### src/rrcm_pkg.sv
package rrcm_pkg;

    localparam int REGION_BYTES     = 4096;
    localparam int MAX_ACCESS_BYTES = 64;
    localparam int WORD_BITS        = 64;
    localparam int MASK_WORDS       = REGION_BYTES / WORD_BITS;
    localparam int CHUNK_BITS       = 8;

    localparam int ADDR_W  = 64;
    localparam int ID_W    = 32;
    localparam int CNT_W   = 32;
    localparam int BYTES_W = 7;
    localparam int OFS_W   = 12;
    localparam int SIZE_W  = 13;
    localparam int WIDX_W  = 6;
    localparam int CFG_IDX_W = 2;

    localparam int IN_TDATA_W  = 104;
    localparam int OUT_TDATA_W = 136;

    localparam logic [1:0] REQ_READ  = 2'd0;
    localparam logic [1:0] REQ_START = 2'd1;
    localparam logic [1:0] REQ_END   = 2'd2;

    localparam logic [CFG_IDX_W-1:0] CFG_REGION_BASE    = 2'd0;
    localparam logic [CFG_IDX_W-1:0] CFG_REGION_SIZE    = 2'd1;
    localparam logic [CFG_IDX_W-1:0] CFG_POINTER_OFFSET = 2'd2;

    localparam logic [SIZE_W-1:0] SIZE_RESET = 13'd4096;

    typedef enum logic [3:0] {
        ST_IDLE,
        ST_DISPATCH,
        ST_EVAL,
        ST_RD0,
        ST_WR0,
        ST_RD1,
        ST_WR1,
        ST_SCAN_RD,
        ST_SCAN_CH,
        ST_REPORT
    } state_t;

    typedef struct packed {
        logic accept;
        logic count_call;
        logic start;
        logic eval;
        logic mem_rd;
        logic word_sel;
        logic mem_wr;
        logic scan_init;
        logic scan_rd;
        logic scan_step;
        logic report;
    } cmd_t;

    typedef struct packed {
        logic [1:0] req_type;
        logic       active;
        logic       mark_needed;
        logic       two_words;
        logic       scan_done;
        logic       scan_word_end;
        logic       out_free;
    } status_t;

endpackage

### src/rrcm_ctrl.sv
module rrcm_ctrl (
    input  logic              clk,
    input  logic              rst_n,
    input  logic              s_tvalid,
    output logic              s_tready,
    input  rrcm_pkg::status_t status,
    output rrcm_pkg::cmd_t    cmd
);

    rrcm_pkg::state_t state_reg;
    rrcm_pkg::state_t state_next;

    always_ff @(posedge clk or negedge rst_n)
    begin
        if (!rst_n)
        begin
            state_reg <= rrcm_pkg::ST_IDLE;
        end
        else
        begin
            state_reg <= state_next;
        end
    end

    always_comb
    begin
        state_next = state_reg;
        cmd        = '0;
        s_tready   = 1'b0;
        unique case (state_reg)
            rrcm_pkg::ST_IDLE:
            begin
                s_tready = 1'b1;
                if (s_tvalid)
                begin
                    cmd.accept = 1'b1;
                    state_next = rrcm_pkg::ST_DISPATCH;
                end
            end
            rrcm_pkg::ST_DISPATCH:
            begin
                state_next = rrcm_pkg::ST_IDLE;
                unique case (status.req_type)
                    rrcm_pkg::REQ_READ:
                    begin
                        cmd.count_call = 1'b1;
                        if (status.active)
                        begin
                            state_next = rrcm_pkg::ST_EVAL;
                        end
                    end
                    rrcm_pkg::REQ_START:
                    begin
                        cmd.start = !status.active;
                    end
                    rrcm_pkg::REQ_END:
                    begin
                        if (status.active)
                        begin
                            cmd.scan_init = 1'b1;
                            state_next    = rrcm_pkg::ST_SCAN_RD;
                        end
                        else
                        begin
                            state_next = rrcm_pkg::ST_REPORT;
                        end
                    end
                    default:
                    begin
                        state_next = rrcm_pkg::ST_IDLE;
                    end
                endcase
            end
            rrcm_pkg::ST_EVAL:
            begin
                cmd.eval   = 1'b1;
                state_next = rrcm_pkg::ST_RD0;
            end
            rrcm_pkg::ST_RD0:
            begin
                if (status.mark_needed)
                begin
                    cmd.mem_rd = 1'b1;
                    state_next = rrcm_pkg::ST_WR0;
                end
                else
                begin
                    state_next = rrcm_pkg::ST_IDLE;
                end
            end
            rrcm_pkg::ST_WR0:
            begin
                cmd.mem_wr = 1'b1;
                state_next = status.two_words ? rrcm_pkg::ST_RD1 : rrcm_pkg::ST_IDLE;
            end
            rrcm_pkg::ST_RD1:
            begin
                cmd.mem_rd   = 1'b1;
                cmd.word_sel = 1'b1;
                state_next   = rrcm_pkg::ST_WR1;
            end
            rrcm_pkg::ST_WR1:
            begin
                cmd.mem_wr = 1'b1;
                state_next = rrcm_pkg::ST_IDLE;
            end
            rrcm_pkg::ST_SCAN_RD:
            begin
                cmd.scan_rd = 1'b1;
                state_next  = rrcm_pkg::ST_SCAN_CH;
            end
            rrcm_pkg::ST_SCAN_CH:
            begin
                cmd.scan_step = 1'b1;
                if (status.scan_done)
                begin
                    state_next = rrcm_pkg::ST_REPORT;
                end
                else if (status.scan_word_end)
                begin
                    state_next = rrcm_pkg::ST_SCAN_RD;
                end
            end
            rrcm_pkg::ST_REPORT:
            begin
                if (status.out_free)
                begin
                    cmd.report = 1'b1;
                    state_next = rrcm_pkg::ST_IDLE;
                end
            end
            default:
            begin
                state_next = rrcm_pkg::ST_IDLE;
            end
        endcase
    end

endmodule

### config.mk
export PLATFORM = sky130hd
export DESIGN_NAME = rrcm_ctrl
export DESIGN_NICKNAME = d
export VERILOG_FILES = /design/src/rrcm_pkg.sv /design/src/rrcm_ctrl.sv
export SDC_FILE = /design/constraint.sdc
export NUM_CORES = 1
export LEC_CHECK = 0
export BUFFER_PORTS_ARGS = -buffer_cell sky130_fd_sc_hd__buf_2
export CORE_AREA = 2 2 39 41
export CTS_BUF_LIST = sky130_fd_sc_hd__clkbuf_4 sky130_fd_sc_hd__clkbuf_8
export CTS_CLUSTER_DIAMETER = 100
export DETAILED_ROUTE_END_ITERATION = 10
export DIE_AREA = 0 0 41 43
export PLACE_DENSITY = 0.62
export SETUP_SLACK_MARGIN = 0.1
export SLEW_MARGIN = 20
export SYNTH_ARGS = -nofsm -noshare
export SYNTH_HDL_FRONTEND = slang
export SYNTH_SLANG_ARGS = --single-unit
### constraint.sdc
create_clock -name clk -period 1.34 [get_ports clk]
set_input_delay 0.134 -clock clk [delete_from_list [all_inputs] [get_ports clk]]
set_output_delay 0.134 -clock clk [all_outputs]
set_load 0.02 [all_outputs]
==> out/metrics.yaml, run 1 <==
die:
  boundaryPins: 23
  die_area_mm2: 0.00176
  starting_density_of_the_core: 0.325
  core_region_area_mm2: 0.00138
  rows: 14
  die-height_um: 43
  fp.dieW_um: 41
logic_synthesis:
  syn_area_um2: 450
  netlist_instances: 63
  synth.yosys.seq_area_share: 0.222
  cell_type_with_the_highest_aggregate_area_in_the_netlist: "sky130_fd_sc_hd__dfrtp_1"
  synthArstFlopShare: 1.00
  synthTopCellsByArea: "sky130_fd_sc_hd__dfrtp_1 (22%), sky130_fd_sc_hd__nand2b_1 (6.9%), sky130_fd_sc_hd__nor3_1 (6.7%)"
  synth-edff-count: 0
  yosys.cell_types.count: 27
  ys_ff_latch: 4
  yosysTopAreaCellShare: 0.222
  synth_top_flop_cell: "sky130_fd_sc_hd__dfrtp_1"
  ys_warn_count: 0
  avgSynthCellArea_um2: 7.15
  syn_nets: 74
power_and_ir_drop:
  ir_drop_uv: 1490
  p_int_mw: 1.26
  share_clk_of_total_power: 0.065
  p_sw_frac: 0.449
  pwr-share-seq: 0.110
  power_density_mw_per_mm2: 2300
  power_leakage_nw: 0.452
  net_switching_power_mw: 1.03
  share_comb_of_total_power: 0.825
placement:
  portBuffers: 22
  dpl_worst_slack_ns: -0.125
  detailedPlacementHpwl_um: 1040
  gp_routability_congestion: 0.812
sta:
  timing.slew.headroom: 0.799
  fin_crit_ns: 1.66
  min_period_over_period: 1.24
  final_critical_path_setup_slack_ns: -0.316
  final_setup_skew_ns: 0.00405
  rsz_0062_raised_after_global_routing: "true"
  slew_viol_final: 0
  f_max_mhz: 604
  setup_violations: 16
  finalHoldViolations: 0
  worst_pin_slew_ns: 0.300
global_routing:
  grt_first_pass_wirelength_um: 2600
  groute.usage.overall: 0.213
  grt_antenna_before_repair: 0
  total_global_routing_overflow: 0
  first_global_vias: 641
  largest_net_degree_at_the_start_of_global_routing: 13
drt:
  avgRoutedWirePerCell_um: 13.3
  detailroute.via_count: 619
  first_iter_violations: 9
  drc: 0
  detailed_route_vias_per_instance: 5.16
  count_of_antenna_violating_nets_left_after_detailed_routing: 0
  number_of_detailed_route_iterations_in_the_first_pass: 5
  finalWirelength_um: 1600
finish:
  num_antenna_cells: 0
  largest_reg_flops: 4
  post_route_cells_drive_above_1_share: 0.740
  layout_common_cells: "sky130_fd_sc_hd__buf_4 (16), sky130_fd_sc_hd__buf_6 (13), sky130_fd_sc_hd__buf_2 (11), sky130_fd_sc_hd__nor2_1 (5)"
  layout-area-overhead-vs-synth_pct: 121
  post-route-util: 0.721
  area_occupied_by_multi_input_gates_um2: 473
  mostFrequentLayoutCell: "sky130_fd_sc_hd__buf_4"
  num-fill-cells: 112
  ff_latch_area_um2: 101
  design.final.nets: 117
setup_path:
  timing.critical_path.cells: "or2_4, or3_4, nor3_4, buf_6"
  worstSetupPathType: "register to output pin"
  crit_arrival_ns: 1.52
  cp_slowest_stage_delay_ns: 0.38
  start_kind: "register"
  critical-path-slowest-cell: "sky130_fd_sc_hd__or3_4"
  setup.worst_path.end_class: "output pin"
  timing.critical_path.required_ns: 1.21
  critical_path.reg2reg.startpoint: "state_reg[2]$_DFFE_PN0P_"
  cp-startpoint: "state_reg[3]$_DFFE_PN0P_"
  worstPathMaxFanout: 4
clock_network:
  path_clk_slew_ns: 0.04
  h-tree-depth: 1
  clkLatencyLatePin_ns: 0.24
  cts_max_path_buffers: 2
  ctsRootBufferMaster: "sky130_fd_sc_hd__clkbuf_4"
  clock_sinks: 4
  cts_tree: "done"
  cts-buffers-inserted: 3
status:
  failed_checks: "setup timing"
  outcome: "finished, violations left"
hold_path:
  hold_path.class: "primary input to register"
  min-delay-start: "status[0]"
job:
  maxCapViolCount: 0
timing repair:
action                                  CTS  global route
buffers inserted                          6             3
endpoints found under the hold margin     4             0
resized for setup                        48            13
pin swaps                                11             4
hold buffers                              1             0
gates cloned                              0             0
endpoints found under the setup margin   16            16
synth_stat cells, drive strengths merged (2+ instances only):
cell type,number
a21oi,4
a31oi,2
and2,2
buf,5
dfrtp,4
inv,5
nand2b,5
nor2,8
nor3,6
nor3b,2
nor4,3
o21ai,4
or3,3
routing by layer:
layer  routed length [um]  vias up  global-route usage
met5                    0        -                   0
met4                    0        0              0.0200
met3                   99        0              0.0628
met2                  841       25               0.372
met1                  654      284               0.253
li1                     -      310                   -
critical path, delay by kind of cell, from the launching register on:
family,cells,cell delay (ns)
buf+inv,1,0.13
flops,1,0.37
simple gates,3,0.78
power groups by stage:
stage / Sequential [mW] / Combinational, mW / Clock, mW
finish: 0.253 / 1.89 / 0.148
floorplan: 0.210 / 0.781 / 0
detailed placement: 0.225 / 1.17 / 0
global placement: 0.222 / 1.17 / 0
global route: 0.261 / 2.01 / 0.168
CTS: 0.243 / 1.73 / 0.152
final cells by class:
type / count / area share
multi-input cells: 49 / 0.474
repair buffers: 43 / 0.363
inverters: 5 / 0.0188
well taps: 16 / 0.0201
flip-flops and latches: 4 / 0.102
clock buffers: 3 / 0.0226
logic make-up (layout without fill, tap and decap cells):
| kind of cell | Yosys count | count (layout) | synth area share |
|---|---|---|---|
| simple gates | 34 | 34 | 0.458 |
| compound gates | 15 | 15 | 0.208 |
| buf+inv | 10 | 51 | 0.111 |
| flops | 4 | 4 | 0.222 |
final timing paths:
kind                       cells after the start  slack, ns                  endpoint
max                                            4      -0.32                    cmd[8]
min                                            3       0.19  state_reg[0]$_DFFE_PN0P_
max reg2reg                                    7      -0.15  state_reg[2]$_DFFE_PN0P_
min reg2reg                                    3       0.78  state_reg[1]$_DFFE_PN0P_
max in group asynchronous                      2       0.97  state_reg[0]$_DFFE_PN0P_
min in group asynchronous                      2       0.23  state_reg[1]$_DFFE_PN0P_
through the flow:
step | setup TNS [ns] | cell area [um^2] | total power [mW] | cells | hold slack, ns
after floorplan | -0.298 | 480 | 0.991 | 63 | -0.162
after global placement | -0.164 | 677 | 1.39 | 109 | -0.0606
after detailed placement | -0.229 | 677 | 1.40 | 109 | -0.0575
after CTS | -1.94 | 936 | 2.12 | 119 | 0.191
after global routing | -3.19 | 997 | 2.44 | 120 | 0.193
final | -2.07 | 997 | 2.29 | 120 | 0.192
Power figures use the tool's default switching activity.
==> inputs of run 2 (changes only) <==
Settings changed: PLACE_DENSITY 0.62 to 0.59.
Clock period 1.34 ns to 1.7 ns, I/O delays scaled along.
==> out/metrics.yaml, run 2 (same netlist as run 1, synthesis figures left out) <==
power_and_ir_drop:
  p_sw_frac: 0.489  # +0.0401
  net_switching_power_mw: 0.581  # -44%
  power_leakage_nw: 0.329  # -27%
  share_clk_of_total_power: 0.097  # +0.032
  power_density_mw_per_mm2: 1720  # -25%
  pwr-share-seq: 0.146  # +0.036
  total_power_draw_mw: 1.19  # -48%
  p_int_mw: 0.607  # -52%
  ir_drop_uv: 879  # -41%
  share_comb_of_total_power: 0.757  # -0.068
drt:
  detailed_route_vias_per_instance: 5.35  # +3.8%
  first_iter_violations: 13  # +4
  number_of_detailed_route_iterations_in_the_first_pass: 4  # -1
  detailroute.via_count: 562  # -9.2%
  drc: 0  # unchanged
  finalWirelength_um: 1260  # -21%
  avgRoutedWirePerCell_um: 12.0  # -10%
  count_of_antenna_violating_nets_left_after_detailed_routing: 0  # unchanged
die:
  rows: 14  # unchanged
  fp.dieW_um: 41  # unchanged
  die-height_um: 43  # unchanged
  starting_density_of_the_core: 0.325  # unchanged
  core_region_area_mm2: 0.00138  # unchanged
  die_area_mm2: 0.00176  # unchanged
  boundaryPins: 23  # unchanged
clock_network:
  clock_sinks: 4  # unchanged
  postCtsSetupRepairBufs: 0  # -6
  cts_tree: "done"
  h-tree-depth: 1  # unchanged
  cts-buffers-inserted: 3  # unchanged
  cts_max_path_buffers: 2  # unchanged
  clkLatencyLatePin_ns: 0.23  # about the same
  ctsRootBufferMaster: "sky130_fd_sc_hd__clkbuf_4"
  path_clk_slew_ns: 0.04  # about the same
sta:
  min_period_over_period: 0.994
  final_setup_skew_ns: 0.00666  # +0.00261 ns
  finalHoldViolations: 0  # unchanged
  setup_violations: 0  # -16
  fin_crit_ns: 1.69
  worst_pin_slew_ns: 0.263  # -0.0369 ns
  timing.slew.headroom: 0.823  # +0.0245
  rsz_0062_raised_after_global_routing: "true"
  slew_viol_final: 0  # unchanged
  f_max_mhz: 592
placement:
  gp_routability_congestion: 0.817  # +0.63%
  detailedPlacementHpwl_um: 963  # -7.7%
  portBuffers: 22  # unchanged
  area_after_dpl_um2: 597  # -12%
global_routing:
  grt_first_pass_wirelength_um: 1990  # -23%
  grt_antenna_before_repair: 0  # unchanged
  first_global_vias: 459  # -28%
  total_global_routing_overflow: 0  # unchanged
  groute.usage.overall: 0.167  # -0.0462
  largest_net_degree_at_the_start_of_global_routing: 14  # +1
finish:
  post_route_cells_drive_above_1_share: 0.472  # -0.268
  final_design_area_no_fill_um2: 691  # -31%
  num-fill-cells: 140  # +25%
  largest_reg_flops: 4  # unchanged
  layout_common_cells: "sky130_fd_sc_hd__buf_2 (18), sky130_fd_sc_hd__nor2_1 (8), sky130_fd_sc_hd__buf_4 (7), sky130_fd_sc_hd__inv_1 (5)"
  design.final.nets: 102  # -13%
  area_occupied_by_multi_input_gates_um2: 354  # -25%
  mostFrequentLayoutCell: "sky130_fd_sc_hd__buf_2"
  layout-area-overhead-vs-synth_pct: 53.3
  post-route-util: 0.499  # -0.222
  ff_latch_area_um2: 100  # -1.2%
  num_antenna_cells: 0  # unchanged
job:
  maxCapViolCount: 0  # unchanged
setup_path:
  start_kind: "register"
  worstSetupPathType: "register to output pin"
  timing.critical_path.required_ns: 1.53  # +0.32 ns
  setup.worst_path.end_class: "output pin"
  crit_arrival_ns: 1.52  # about the same
  worstPathMaxFanout: 3  # -1
hold_path:
  hold_path.class: "primary input to register"
status:
  outcome: "complete, no violations"
-- run 2: metrics by stage --
step | instances | setup TNS, ns | hold WS (ns) | setup WS [ns]
6_report | 105 | 0 | 0.246 | 0.00950
5_1_grt | 105 | -0.0535 | 0.274 | -0.0321
4_1_cts | 105 | 0 | 0.244 | 0.00843
3_5_place_dp | 101 | 0 | -0.0145 | 0.230
3_3_place_gp | 101 | 0 | -0.0155 | 0.258
2_1_floorplan | 63 | 0 | -0.126 | 0.106
-- run 2: critical path: stages, from the launching register on --
cell                      delay [ns]
sky130_fd_sc_hd__dfrtp_1        0.37
sky130_fd_sc_hd__or2_4          0.27
sky130_fd_sc_hd__or3_4          0.38
sky130_fd_sc_hd__nor3_4         0.14
sky130_fd_sc_hd__buf_6          0.14
-- run 2: layout make-up --
class	count	share of cell area
Multi-Input combinational cell	49	0.513
Sequential cell	4	0.145
Inverter	5	0.0272
Clock buffer	3	0.0326
Timing Repair Buffer	28	0.254
Tap cell	16	0.0290
-- run 2: worst paths after layout --
kind / slack, ns / depth (start not counted) / from / to
setup / recovery: 0.009 / 4 / state_reg[3]$_DFFE_PN0P_ / cmd[8]
hold / removal: 0.25 / 3 / status[0] / state_reg[0]$_DFFE_PN0P_
setup reg to reg: 0.24 / 5 / state_reg[1]$_DFFE_PN0P_ / state_reg[2]$_DFFE_PN0P_
hold reg to reg: 0.70 / 4 / state_reg[2]$_DFFE_PN0P_ / state_reg[3]$_DFFE_PN0P_
max in group asynchronous: 1.30 / 2 / rst_n / state_reg[2]$_DFFE_PN0P_
min in group asynchronous: 0.27 / 2 / rst_n / state_reg[1]$_DFFE_PN0P_
-- run 2: layer usage --
metal  part of all wire  global-route usage
met3              0.068              0.0785
met1               0.43               0.240
met2               0.50               0.231
met4                  0              0.0200
met5                  0                   0
-- run 2: power groups by stage --
stage | clock network [mW] | registers [mW] | logic, mW
global placement | 0 | 0.167 | 0.794
CTS | 0.122 | 0.172 | 0.817
floorplan | 0 | 0.165 | 0.594
global route | 0.131 | 0.177 | 0.998
detailed placement | 0 | 0.169 | 0.786
finish | 0.116 | 0.173 | 0.899
-- run 2: repair_timing --
action	4_1_cts	5_1_grt
hold endpoints to repair	4	0
hold buffers	1	0
pin swaps	0	1
resized for setup	4	12
setup endpoints to repair	4	5
